**config.mk**
```make
export PLATFORM = sky130hd
export DESIGN_NAME = resource_allocator_with_timeouts
export DESIGN_NICKNAME = d
export VERILOG_FILES = /design/src/sv/rawt_pkg.sv /design/src/sv/resource_allocator_with_timeouts.sv /design/src/sv/rawt_front.sv /design/src/sv/rawt_back.sv
export SDC_FILE = /design/constraint.sdc
export NUM_CORES = 1
export LEC_CHECK = 0
export BUFFER_PORTS_ARGS = -buffer_cell sky130_fd_sc_hd__buf_2
export CAP_MARGIN = 10
export CORE_ASPECT_RATIO = 1.25
export CORE_MARGIN = 2
export CORE_UTILIZATION = 50
export DETAILED_ROUTE_END_ITERATION = 6
export PLACE_DENSITY = 0.66
export SLEW_MARGIN = 0
export SYNTH_ARGS = -nofsm -noshare
export SYNTH_HDL_FRONTEND = slang
export SYNTH_SLANG_ARGS = --single-unit
```
**constraint.sdc**
```tcl
create_clock -name clk -period 11.7 [get_ports clk]
set_clock_uncertainty 0.2 [all_clocks]
set_input_delay 2.34 -clock clk [delete_from_list [all_inputs] [get_ports clk]]
set_output_delay 2.34 -clock clk [all_outputs]
set_load 0.01 [all_outputs]
```
**src/sv/rawt_pkg.sv**
```systemverilog
// Shared types and command codes of the resource allocator.
package rawt_pkg;

	localparam int CmdW = 2;
	localparam int ClientW = 5;
	localparam int TicksW = 8;
	localparam int ResW = 4;

	typedef enum logic [CmdW-1:0] {
		CMD_REQUEST = 2'd0,
		CMD_RELEASE = 2'd1,
		CMD_TICK    = 2'd2,
		CMD_NONE    = 2'd3
	} cmd_t;

	typedef struct packed {
		cmd_t               cmd;
		logic [ClientW-1:0] client;
		logic [TicksW-1:0]  wait_ticks;
		logic [ResW-1:0]    resource;
	} req_t;

	typedef struct packed {
		logic [ClientW-1:0] client_res;
		logic [ResW-1:0]    granted_resource;
		logic               status;
		logic               last;
	} res_t;

endpackage

```
**src/sv/resource_allocator_with_timeouts.sv**
```systemverilog
// Top level of the resource allocator with wait timeouts.
// The result of a grant or a hand-over on release is registered at the output.
// A tick sweeps every client slot in turn, pausing while the output is full, and
// rescans the last slot if it and an earlier one time out; results go out as found.
// Throughput: one request or release per cycle while idle and results are taken.
// The queue, the busy pool and all wait slots clear on reset; counters do not.
module resource_allocator_with_timeouts #(
	parameter int CLIENTS = 32,
	parameter int RESOURCES = 16,
	parameter int COUNT_BITS = 8
) (
	input  logic        clk,
	input  logic        arst_n,
	input  logic        s_tvalid,
	output logic        s_tready,
	input  logic [23:0] s_tdata, // client, wait_ticks, resource
	input  logic [1:0]  s_tuser, // cmd
	input  logic        m_tready,
	output logic        m_tvalid,
	output logic [15:0] m_tdata, // client_res, granted_resource
	output logic        m_tuser, // status
	output logic        m_tlast
);
	rawt_pkg::req_t in_req, q_req;
	rawt_pkg::res_t o_res;
	logic q_valid, q_ready;

	assign in_req.cmd = rawt_pkg::cmd_t'(s_tuser);
	assign in_req.client = s_tdata[4:0];
	assign in_req.wait_ticks = s_tdata[12:5];
	assign in_req.resource = s_tdata[16:13];

	rawt_front #(.CLIENTS(CLIENTS), .RESOURCES(RESOURCES), .DEPTH(2)) u_front (
		.clk, .arst_n, .in_valid(s_tvalid), .in_ready(s_tready), .in_req,
		.q_valid, .q_ready, .q_req
	);

	rawt_back #(.CLIENTS(CLIENTS), .RESOURCES(RESOURCES), .COUNT_BITS(COUNT_BITS)) u_back (
		.clk, .arst_n, .q_valid, .q_ready, .q_req,
		.out_valid(m_tvalid), .out_ready(m_tready), .out_res(o_res)
	);

	assign m_tdata = {7'd0, o_res.granted_resource, o_res.client_res};
	assign m_tuser = o_res.status;
	assign m_tlast = o_res.last;

endmodule

```
**src/sv/rawt_front.sv**
```systemverilog
// Input side: accepts requests, drops meaningless ones and queues the rest.
module rawt_front #(
	parameter int CLIENTS = 32,
	parameter int RESOURCES = 16,
	parameter int DEPTH = 2
) (
	input  logic            clk,
	input  logic            arst_n,
	input  logic            in_valid,
	output logic            in_ready,
	input  rawt_pkg::req_t  in_req,
	output logic            q_valid,
	input  logic            q_ready,
	output rawt_pkg::req_t  q_req
);
	localparam int PW = $clog2(DEPTH);

	rawt_pkg::req_t mem_q [DEPTH];
	logic [PW-1:0] wp_q, rp_q;
	logic [PW:0] cnt_q;
	logic keep, push, pop;

	always_comb begin
		keep = 1'b0;
		unique case (in_req.cmd)
			rawt_pkg::CMD_REQUEST: keep = 32'(in_req.client) < CLIENTS;
			rawt_pkg::CMD_RELEASE: keep = (in_req.resource != '0) &&
				(32'(in_req.resource) < RESOURCES);
			rawt_pkg::CMD_TICK: keep = 1'b1;
			default: keep = 1'b0;
		endcase
	end

	assign in_ready = cnt_q != (PW+1)'(DEPTH);
	assign push = in_valid && in_ready && keep;
	assign q_valid = cnt_q != '0;
	assign pop = q_valid && q_ready;
	assign q_req = mem_q[rp_q];

	always_ff @(posedge clk) begin
		if (push) begin
			mem_q[wp_q] <= in_req;
		end
	end

	always_ff @(posedge clk or negedge arst_n) begin
		if (!arst_n) begin
			wp_q <= '0;
			rp_q <= '0;
			cnt_q <= '0;
		end else begin
			if (push) begin
				wp_q <= (32'(wp_q) == DEPTH-1) ? '0 : wp_q + 1'b1;
			end
			if (pop) begin
				rp_q <= (32'(rp_q) == DEPTH-1) ? '0 : rp_q + 1'b1;
			end
			cnt_q <= cnt_q + (PW+1)'(push) - (PW+1)'(pop);
		end
	end

endmodule

```
**src/sv/rawt_back.sv**
```systemverilog
// Execution side: pool and wait state, grants, hand-overs and timeout sweep.
module rawt_back #(
	parameter int CLIENTS = 32,
	parameter int RESOURCES = 16,
	parameter int COUNT_BITS = 8
) (
	input  logic            clk,
	input  logic            arst_n,
	input  logic            q_valid,
	output logic            q_ready,
	input  rawt_pkg::req_t  q_req,
	output logic            out_valid,
	input  logic            out_ready,
	output rawt_pkg::res_t  out_res
);
	localparam int CW = $clog2(CLIENTS);
	localparam int RW = $clog2(RESOURCES);

	typedef enum logic [1:0] {
		ST_IDLE = 2'b01,
		ST_TICK = 2'b10
	} state_t;

	state_t state_q;
	logic [RESOURCES-1:0] busy_q;
	logic [CLIENTS-1:0] wait_q;
	logic [COUNT_BITS-1:0] count_q [CLIENTS];
	logic [CW-1:0] scan_q;
	logic have_q;
	rawt_pkg::res_t held_q;
	logic ovalid_q;
	rawt_pkg::res_t ores_q;

	logic slot_free;
	logic free_found, wait_found;
	logic [RW-1:0] free_idx;
	logic [CW-1:0] wait_idx;
	logic [RW-1:0] rel_idx;
	logic scan_last, scan_exp;

	assign slot_free = !ovalid_q || out_ready;
	assign out_valid = ovalid_q;
	assign out_res = ores_q;
	assign rel_idx = RW'(q_req.resource);

	always_comb begin
		free_found = 1'b0;
		free_idx = '0;
		for (int r = RESOURCES-1; r >= 1; r--) begin
			if (!busy_q[r]) begin
				free_found = 1'b1;
				free_idx = RW'(r);
			end
		end
		wait_found = 1'b0;
		wait_idx = '0;
		for (int c = CLIENTS-1; c >= 0; c--) begin
			if (wait_q[c]) begin
				wait_found = 1'b1;
				wait_idx = CW'(c);
			end
		end
	end

	assign scan_last = 32'(scan_q) == CLIENTS-1;
	assign scan_exp = wait_q[scan_q] && (count_q[scan_q] == '0);
	assign q_ready = (state_q == ST_IDLE) && slot_free;

	always_ff @(posedge clk) begin
		if (q_valid && q_ready && q_req.cmd == rawt_pkg::CMD_REQUEST && !free_found) begin
			count_q[CW'(q_req.client)] <= COUNT_BITS'(q_req.wait_ticks);
		end else if (state_q == ST_TICK && slot_free && wait_q[scan_q] && !scan_exp) begin
			count_q[scan_q] <= count_q[scan_q] - 1'b1;
		end
	end

	always_ff @(posedge clk or negedge arst_n) begin
		if (!arst_n) begin
			state_q <= ST_IDLE;
			busy_q <= '0;
			wait_q <= '0;
			scan_q <= '0;
			have_q <= 1'b0;
			held_q <= '0;
			ovalid_q <= 1'b0;
			ores_q <= '0;
		end else begin
			if (ovalid_q && out_ready) begin
				ovalid_q <= 1'b0;
			end
			unique case (state_q)
				ST_IDLE: begin
					if (q_valid && q_ready) begin
						priority case (q_req.cmd)
							rawt_pkg::CMD_REQUEST: begin
								if (free_found) begin
									busy_q[free_idx] <= 1'b1;
									wait_q[CW'(q_req.client)] <= 1'b0;
									ovalid_q <= 1'b1;
									ores_q <= '{q_req.client, 4'(free_idx), 1'b0, 1'b1};
								end else begin
									wait_q[CW'(q_req.client)] <= 1'b1;
								end
							end
							rawt_pkg::CMD_RELEASE: begin
								if (busy_q[rel_idx]) begin
									if (wait_found) begin
										wait_q[wait_idx] <= 1'b0;
										ovalid_q <= 1'b1;
										ores_q <= '{5'(wait_idx), q_req.resource, 1'b0, 1'b1};
									end else begin
										busy_q[rel_idx] <= 1'b0;
									end
								end
							end
							default: begin
								scan_q <= '0;
								have_q <= 1'b0;
								state_q <= ST_TICK;
							end
						endcase
					end
				end
				ST_TICK: begin
					if (slot_free) begin
						if (scan_exp) begin
							wait_q[scan_q] <= 1'b0;
							if (have_q) begin
								ovalid_q <= 1'b1;
								ores_q <= held_q;
							end
							have_q <= 1'b1;
							held_q <= '{5'(scan_q), 4'd0, 1'b1, 1'b0};
						end
						if (scan_last) begin
							if (have_q || scan_exp) begin
								state_q <= ST_IDLE;
							end else begin
								state_q <= ST_IDLE;
							end
						end else begin
							scan_q <= scan_q + 1'b1;
						end
					end
					if (slot_free && scan_last && have_q && !scan_exp) begin
						ovalid_q <= 1'b1;
						ores_q <= '{held_q.client_res, 4'd0, 1'b1, 1'b1};
					end
					if (slot_free && scan_last && scan_exp && !have_q) begin
						ovalid_q <= 1'b1;
						ores_q <= '{5'(scan_q), 4'd0, 1'b1, 1'b1};
						have_q <= 1'b0;
					end
					if (slot_free && scan_last && scan_exp && have_q) begin
						state_q <= ST_TICK;
						scan_q <= scan_q;
					end
				end
				default: state_q <= ST_IDLE;
			endcase
			if (state_q == ST_TICK && slot_free && scan_last && !scan_exp && !have_q) begin
				state_q <= ST_IDLE;
			end
		end
	end

endmodule

```
==> results of run 1 <==
## state kept, by name (all words and copies together) (netlist names), named ones only
name              cells
u_back.count_q      256
u_front.mem_q        38
u_back.busy_q        16
u_back.out_res       11
u_back.held_q         6
u_back.scan_q         5
u_back.state_q        2
u_front.cnt_q         2
u_back.have_q         1
u_back.out_valid      1
u_front.rp_q          1
u_front.wp_q          1
## cells by family (layout without fill, tap and decap cells)
family / after synthesis / in the layout / share of synthesized area
XOR/XNOR: 9 / 9 / 0.00433
adder cells (fa/ha/maj): 10 / 10 / 0.00687
other: 1 / 7 / 0.000206
AO/OA/AOI/OAI: 414 / 414 / 0.149
buffers and inverters: 114 / 156 / 0.0315
AND/OR/NAND/NOR: 371 / 371 / 0.105
multiplexers: 180 / 180 / 0.111
flip-flops: 372 / 372 / 0.592
## placed cells by master, fill, tap and decap left out, drive strengths merged, types with 10 or more instances in the layout
cell    instances
nand2         115
ha             10
mux4           16
o21a           35
nor3           16
nor4           22
o22a           27
nand3          21
a31oi          16
o22ai          64
o21ai          94
mux2i         143
buf            59
clkinv         13
nand4          10
a32oi          19
nand2b         13
inv            34
edfxtp        294
o31ai          11
mux2           21
a21oi          80
clkbuf         45
dfrtp          77
nor2          107
## metal layers
metal / part of all wire / track usage / vias up
li1: - / - / 5755
met1: 0.38 / 0.339 / 6469
met2: 0.50 / 0.469 / 624
met3: 0.069 / 0.0432 / 162
met4: 0.053 / 0.136 / 0
met5: 0 / 0 / -
## stage by stage
stage               setup WS [ns]  hold WS, ns  power [mW]  utilization
floorplan                    6.42        0.229        2.61            -
global placement             5.87        0.244        2.98        0.520
detailed placement           5.81        0.275        3.00        0.520
CTS                          6.16        0.290        4.16        0.552
global route                 5.96        0.323        4.36        0.554
finish                       6.16        0.286        4.18        0.554
## cell type report
cell class	count	area [µm²]	share of cell area
Sequential cell	372	10800	0.540
Inverter	31	116	0.00582
Timing Repair Buffer	59	393	0.0197
Clock inverter	21	200	0.0100
Clock buffer	45	977	0.0489
Tap cell	480	601	0.0300
Multi-Input combinational cell	991	6920	0.346
## critical path, delay by kind of cell, from the launching register on
kind,cells,cell delay [ns]
DFF,1,0.80
AOI/OAI and AO/OA,2,0.65
muxes,1,0.57
and+or+nand+nor,6,2.00
buffers and inverters,2,0.82
## worst max path at each step
stage	depth (start not counted)	from	endpoint	slack, ns
global placement	8	m_tready	u_back.count_q[31][5]	5.87
finish	11	u_back.scan_q[1]	u_back.count_q[20][0]	6.16
global route	11	u_back.scan_q[1]	u_back.count_q[20][0]	5.96
CTS	9	u_back.scan_q[1]	u_back.count_q[6][6]	6.16
floorplan	7	m_tready	u_back.count_q[0][6]	6.42
detailed placement	8	m_tready	u_back.count_q[31][5]	5.81
## power groups by stage
stage	Sequential, mW	Combinational (mW)	Clock (mW)
final	1.70	1.32	1.16
after global placement	1.72	1.25	0
after global routing	1.71	1.42	1.23
after detailed placement	1.73	1.27	0
after CTS	1.70	1.28	1.18
after floorplan	1.70	0.909	0
==> flow_summary.json, run 1 <==
{
  "cap_violations": 0,
  "cts_tree": "yes",
  "max_stage_delay_ns": 0.91,
  "clk_latency_ns": 0.55,
  "antenna_cells": 0,
  "synthDistinctLibCells": 79,
  "post-route-period-util": 0.474,
  "r2r-start": "u_back.scan_q[1]",
  "status": "finished clean",
  "hold_depth": 1,
  "antenna_found_initial": 0,
  "p_leak_nw": 6.68,
  "fillCellCount": 3020,
  "post_dp_cell_area_um2": 18800,
  "synth_commonest_cells": "edfxtp_1 (294), mux2i_1 (143), nand2_1 (114), nor2_1 (107), o21ai_0 (84)",
  "tns_ns": 0,
  "final_cells": 1999,
  "synth-seq-cells": 372,
  "postSynth.topFlopCell": "edfxtp_1",
  "setup_viol": 0,
  "place_inst": 1929,
  "gp_congestion": 0.960,
  "avgSynthCellArea_um2": 12.4,
  "numCtsBuffers": 38,
  "io_pins": 50,
  "hold_buffers": 0,
  "ant_nets": 0,
  "fin_crit_ns": 5.54,
  "hp-class": "register to register",
  "synth-edff-count": 294,
  "async_reset_ff_frac": 0.210,
  "synth_cells": 1471,
  "clock_sinks": 372,
  "nNetsFinal": 1533,
  "crit_type": "register to register",
  "tightest_slew_ns": 1.17,
  "yosysTopAreaCellShare": 0.485,
  "r2r_end": "u_back.count_q[20][0]",
  "cts-resized-gates": 0,
  "routedWlPerCell_um": 25.9,
  "port_buffers": 35,
  "dr.pass1.iters": 6,
  "drt_wl_total_um": 51800,
  "ir_worst_vdd_mv": 0.141,
  "area_delta_synth_final_pct": 9.74,
  "fp.dieW_um": 175,
  "ys_seq_area_frac": 0.592,
  "arrival_ns": 5.52,
  "cts_buffer_depth": 3,
  "vias": 13000,
  "cp-start-kind": "register",
  "cts.htree.levels": 2,
  "drive_above_1_share": 0.121,
  "dp_hpwl_um": 34100,
  "clock.fmax_mhz": 180,
  "combPwrFrac": 0.315,
  "via_per_inst": 6.51,
  "cts_setup_buffers": 0,
  "synth_warnings": 0,
  "grt_pass1_vias": 12700,
  "die_area_um2": 38000,
  "syn-cell-area_um2": 18200,
  "overflow": 0,
  "seq_power_share": 0.407,
  "grt_max_degree": 104,
  "design_area_um2": 20000,
  "critPathCaptureType": "register",
  "grt_usage": 0.274,
  "maxSlewHeadroom": 0.210,
  "hold_violations": 0,
  "p_sw_frac": 0.351,
  "rows": 78,
  "holdCritStartpoint": "u_back.busy_q[0]",
  "reg2regPathDepth": 11,
  "switching_power_mw": 1.47,
  "synth_top_cells_by_area": "edfxtp_1 (48%), dfrtp_1 (11%), mux2i_1 (7.9%)",
  "rrSetupSlack_ns": 6.16,
  "clk_pin_slew_ns": 0.06,
  "grt_pass1_wl_um": 78200,
  "core_area_um2": 36100,
  "rsz0062_at_grt": "no",
  "critical_path.slowest_cell": "nor4_1",
  "clkPwrFrac": 0.278,
  "yosysMostFrequentCell": "edfxtp_1",
  "post-route-drc-count": 0,
  "pwr_density_cell_nw_per_um2": 209,
  "drtIter0Drc": 1449,
  "timing.critical_path.cells": "buf_12 > mux2i_1 > o22ai_1 > nor4_1 > nand2_1 > nor2_1 > nand2_1 > nand4_1 > buf_4 > nor2_1 > o21a_1",
  "start_util": 0.505,
  "hold_end": "u_back.busy_q[0]",
  "crit_required_ns": 11.67,
  "cellInternalPower_mw": 2.71,
  "maxSlewViolCount": 0,
  "cts-root-buf": "clkbuf_16",
  "die_h_um": 217,
  "yosysTopAreaCell": "edfxtp_1",
  "cp_max_fo": 103
}
(Power assumes the default switching activity.)
==> run 2: changes to the inputs <==
clock period = 5.75 ns   (was 11.7 ns; I/O delays follow)
==> flow_summary.json, run 2 (synthesis results as in run 1) <==
{
  "grt_usage": 0.263,
  "seqCellArea_um2": 10800,
  "core_area_um2": 36100,
  "area_delta_synth_final_pct": 10.5,
  "final_common_cell": "edfxtp_1",
  "largest_reg_flops": 256,
  "maxSlewHeadroom": 0.203,
  "place_ws_ns": 1.02,
  "fp.dieW_um": 175,
  "crit_required_ns": 5.96,
  "nNetsFinal": 1542,
  "crit_type": "register to register",
  "tns_ns": 0,
  "clock.fmax_mhz": 210,
  "hold_buffers": 0,
  "drt_wl_total_um": 50600,
  "p_total_mw": 8.63,
  "critPathCaptureType": "register",
  "start_util": 0.505,
  "grt_pass1_wl_um": 75600,
  "arrival_ns": 4.96,
  "r2r-start": "u_back.scan_q[1]",
  "hp-class": "register to register",
  "largestRegisters": "u_back.count_q: 256 flops, u_front.mem_q: 38 flops, u_back.busy_q: 16 flops",
  "cts.htree.levels": 2,
  "cp-start-kind": "register",
  "dp_hpwl_um": 34800,
  "fin_crit_ns": 4.75,
  "gp_congestion": 0.935,
  "cp_max_fo": 35,
  "clk_pin_slew_ns": 0.06,
  "cap_violations": 0,
  "drtIter0Drc": 1293,
  "setup_viol": 0,
  "rrSetupSlack_ns": 1.0,
  "tightest_slew_ns": 1.16,
  "numCtsBuffers": 38,
  "antenna_found_initial": 0,
  "port_buffers": 35,
  "pwr_density_cell_nw_per_um2": 429,
  "antenna_cells": 0,
  "grt_max_degree": 59,
  "ant_nets": 0,
  "drive_above_1_share": 0.126,
  "clock_sinks": 372,
  "reg2regPathDepth": 13,
  "ir_worst_vdd_mv": 0.334,
  "via_per_inst": 6.45,
  "cts-resized-gates": 0,
  "p_leak_nw": 6.76,
  "hold_violations": 0,
  "routedWlPerCell_um": 25.2,
  "overflow": 0,
  "vias": 13000,
  "layout_common_cells": "edfxtp_1 (294), mux2i_1 (143), nand2_1 (114)",
  "post-route-period-util": 0.826,
  "cts_tree": "yes",
  "post-route-drc-count": 0,
  "io_pins": 50,
  "cts_buffer_depth": 3,
  "hold_end": "u_back.held_q[1]",
  "cts-root-buf": "clkbuf_16",
  "grt_pass1_vias": 12400,
  "fin_ws_ns": 0.999,
  "hold-worst-slack_ns": 0.264,
  "multiInputGateArea_um2": 6920,
  "regMostFlops": "u_back.count_q",
  "die_h_um": 217,
  "rsz0062_at_grt": "no",
  "die_area_um2": 38000,
  "cts_setup_buffers": 0,
  "hold_depth": 1,
  "fillCellCount": 3063,
  "holdCritStartpoint": "u_back.held_q[1]",
  "clk_latency_ns": 0.55,
  "dr.pass1.iters": 6,
  "maxSlewViolCount": 0,
  "rows": 78,
  "status": "finished clean"
}
run 2: changes by cell type in the layout (fill, tap and decap cells not counted):
cell,delta
buf_4,+10
buf_8,-3
bufinv_16,+3
clkinv_1,+2
buf_12,+1
buf_16,+1
clkbuf_1,-1
clkinv_4,-1
inv_6,-1
inv_8,-1
run 2: per-layer routing:
metal  track usage  share of wire  vias to the layer above  wire length (µm)
li1              -              -                     5771                 -
met1         0.326           0.39                     6449             19500
met2         0.459           0.50                      585             25300
met3        0.0356          0.066                      157              3350
met4         0.119          0.048                        0              2450
met5             0              0                        -                 0
run 2: how the worst max path moves through the flow:
stage | slack (ns) | to | cells after the start | start
after floorplan | 1.02 | u_back.count_q[0][6] | 14 | u_back.scan_q[1]
after global placement | 1.05 | register | 12 | u_back.scan_q[0]
after detailed placement | 1.02 | u_back.count_q[17][4] | 8 | m_tready
after CTS | 1.04 | u_back.count_q[18][0] | 14 | u_back.scan_q[1]
after global routing | 0.74 | u_back.count_q[27][1] | 14 | u_back.scan_q[1]
final | 1.0 | register | 13 | u_back.scan_q[1]
run 2: layout make-up:
cell class | instances | share of cell area
Clock buffer | 44 | 0.0483
Sequential cell | 372 | 0.536
Inverter | 31 | 0.00578
Timing Repair Buffer | 68 | 0.0234
Multi-Input combinational cell | 991 | 0.344
Tap cell | 480 | 0.0298
Clock inverter | 23 | 0.0134
run 2: metrics by stage:
stage / area [µm²] / utilization / instances
2_1_floorplan: 18200 / - / 1477
3_3_place_gp: 18900 / 0.522 / 1941
3_5_place_dp: 18900 / 0.522 / 1941
4_1_cts: 20100 / 0.557 / 2008
5_1_grt: 20100 / 0.558 / 2009
6_report: 20100 / 0.558 / 2009
run 2: worst max-delay path, cell delays in order, from the launching register on:
cell	delay, ns
dfrtp_4	0.83
buf_12	0.33
buf_4	0.26
mux4_2	0.33
a32oi_1	0.24
nand4_1	0.25
inv_1	0.12
ha_1	0.18
inv_1	0.09
nor2_1	0.34
nand3_1	0.19
a21o_1	0.58
nand3b_1	0.36
a22o_1	0.22
run 2: power by group:
| group | leakage (nW) | internal, mW | total [mW] | switching, mW |
|---|---|---|---|---|
| Combinational | 2.49 | 0.932 | 2.67 | 1.73 |
| Sequential | 3.68 | 3.28 | 3.49 | 0.212 |
| Clock | 0.592 | 1.45 | 2.47 | 1.03 |
==> run 3: changes to the inputs <==
clock period = 4.9 ns   (was 5.75 ns; I/O delays follow)
==> flow_summary.json, run 3 (synthesis results as in run 1) <==
{
  "place_ws_ns": 0.697,
  "drive_above_1_share": 0.145,
  "via_per_inst": 6.38,
  "timing.critical_path.cells": "nor2b_1 > and2_1 > a32oi_1 > nand4_1 > inv_1 > ha_1 > inv_1 > nor2_1 > buf_4 > nand2_1 > nand4_1 > buf_12 > nor2_1 > o21a_1",
  "fp.dieW_um": 175,
  "r2r-start": "u_back.scan_q[2]",
  "hold_depth": 1,
  "gp_congestion": 0.984,
  "combPwrFrac": 0.326,
  "cts-root-buf": "clkbuf_16",
  "start_util": 0.505,
  "tightest_slew_ns": 1.08,
  "cts_tree": "yes",
  "grt_max_degree": 79,
  "core_area_um2": 36100,
  "max_stage_delay_ns": 0.69,
  "clock_sinks": 372,
  "numCtsBuffers": 38,
  "die_h_um": 217,
  "ant_nets": 0,
  "hold_end": "u_back.held_q[1]",
  "clk_latency_ns": 0.55,
  "post-route-period-util": 0.865,
  "drt_wl_total_um": 52200,
  "switching_power_mw": 3.52,
  "maxSlewViolCount": 0,
  "rows": 78,
  "hold_buffers": 0,
  "post-route-drc-count": 0,
  "drtIter0Drc": 1335,
  "fin_crit_ns": 4.24,
  "regMostFlops": "u_back.count_q",
  "p_sw_frac": 0.344,
  "die_area_um2": 38000,
  "cts.htree.levels": 2,
  "final_util": 0.566,
  "cts_buffer_depth": 3,
  "tns_ns": 0,
  "area_delta_synth_final_pct": 12.2,
  "io_pins": 50,
  "ir_worst_vdd_mv": 0.366,
  "status": "finished clean",
  "hold_violations": 0,
  "p_leak_nw": 6.94,
  "reg2regPathDepth": 14,
  "vias": 13000,
  "fillCellCount": 2944,
  "cp_max_fo": 24,
  "crit_required_ns": 4.87,
  "port_buffers": 35,
  "holdCritStartpoint": "u_back.held_q[1]",
  "antenna_found_initial": 1,
  "setup_viol": 0,
  "largest_reg_flops": 256,
  "seq_power_share": 0.396,
  "pwr_density_cell_nw_per_um2": 500,
  "crit_type": "register to register",
  "overflow": 0,
  "dp_hpwl_um": 36200,
  "arrival_ns": 4.21,
  "fin_ws_ns": 0.660,
  "nNetsFinal": 1573,
  "cp-start-kind": "register",
  "routedWlPerCell_um": 25.6,
  "cts-resized-gates": 0,
  "largestRegisters": "u_back.count_q: 256 flops, u_front.mem_q: 38 flops, u_back.busy_q: 16 flops",
  "hold-worst-slack_ns": 0.260,
  "cts_setup_buffers": 0,
  "r2r_end": "u_back.count_q[6][2]",
  "rsz0062_at_grt": "no",
  "clock.fmax_mhz": 236,
  "hp-class": "register to register",
  "critPathCaptureType": "register",
  "grt_pass1_vias": 12900,
  "maxSlewHeadroom": 0.280,
  "critical_path.slowest_cell": "dfrtp_1",
  "final_common_cell": "edfxtp_1",
  "rrSetupSlack_ns": 0.66,
  "clkPwrFrac": 0.279,
  "clk_pin_slew_ns": 0.06,
  "grt_usage": 0.275,
  "dr.pass1.iters": 5,
  "layout_common_cells": "edfxtp_1 (294), mux2i_1 (143), nand2_1 (114)",
  "cellInternalPower_mw": 6.70,
  "grt_pass1_wl_um": 78500,
  "cap_violations": 0
}
==> run 3: layout make-up <==
cell class	count	area [µm²]	area share
sequential	372	10800	0.528
clock inverter	20	194	0.00948
timing repair buffer	99	808	0.0395
clock buffer	46	1020	0.0497
antenna	1	2.50	0.000122
inverter	31	116	0.00569
tap	480	601	0.0294
multi-input combinational	991	6920	0.339
==> run 3: how the worst max path moves through the flow <==
stage	cells after the start	to	from	slack, ns
3_5_place_dp	13	u_back.count_q[7][6]	u_back.scan_q[0]	0.70
2_1_floorplan	14	u_back.count_q[0][6]	u_back.scan_q[1]	0.17
5_1_grt	13	u_back.count_q[20][6]	u_back.scan_q[2]	0.41
3_3_place_gp	14	u_back.count_q[4][1]	u_back.scan_q[0]	0.71
6_report	14	u_back.count_q[6][2]	u_back.scan_q[2]	0.66
4_1_cts	13	u_back.count_q[5][6]	u_back.scan_q[0]	0.66
==> run 3: power groups by stage <==
stage / logic [mW] / clock network [mW] / registers (mW)
after floorplan: 2.17 / 0 / 4.06
after global placement: 3.25 / 0 / 4.09
after detailed placement: 3.29 / 0 / 4.10
final: 3.33 / 2.85 / 4.04
after global routing: 3.59 / 3.01 / 4.06
after CTS: 3.30 / 2.90 / 4.03
==> run 3: metrics by stage <==
stage	area, µm²	std cells	total power, mW
floorplan	18200	1477	6.23
global placement	19200	1973	7.34
detailed placement	19200	1973	7.38
CTS	20400	2039	10.2
global route	20400	2039	10.7
finish	20400	2040	10.2
==> run 3: routing by layer <==
metal | global-route usage | wire (µm)
met4 | 0.153 | 3200
met2 | 0.473 | 26000
met5 | 0 | 0
met3 | 0.0429 | 3240
met1 | 0.333 | 19800
==> run 3: critical path, delay by kind of cell (launching register included) <==
kind	cells	cell delay [ns]
AO/OA/AOI/OAI	2	0.68
AND/OR/NAND/NOR	7	1.48
adder cells (fa/ha/maj)	1	0.20
buffers and inverters	4	0.57
flip-flops	1	0.69
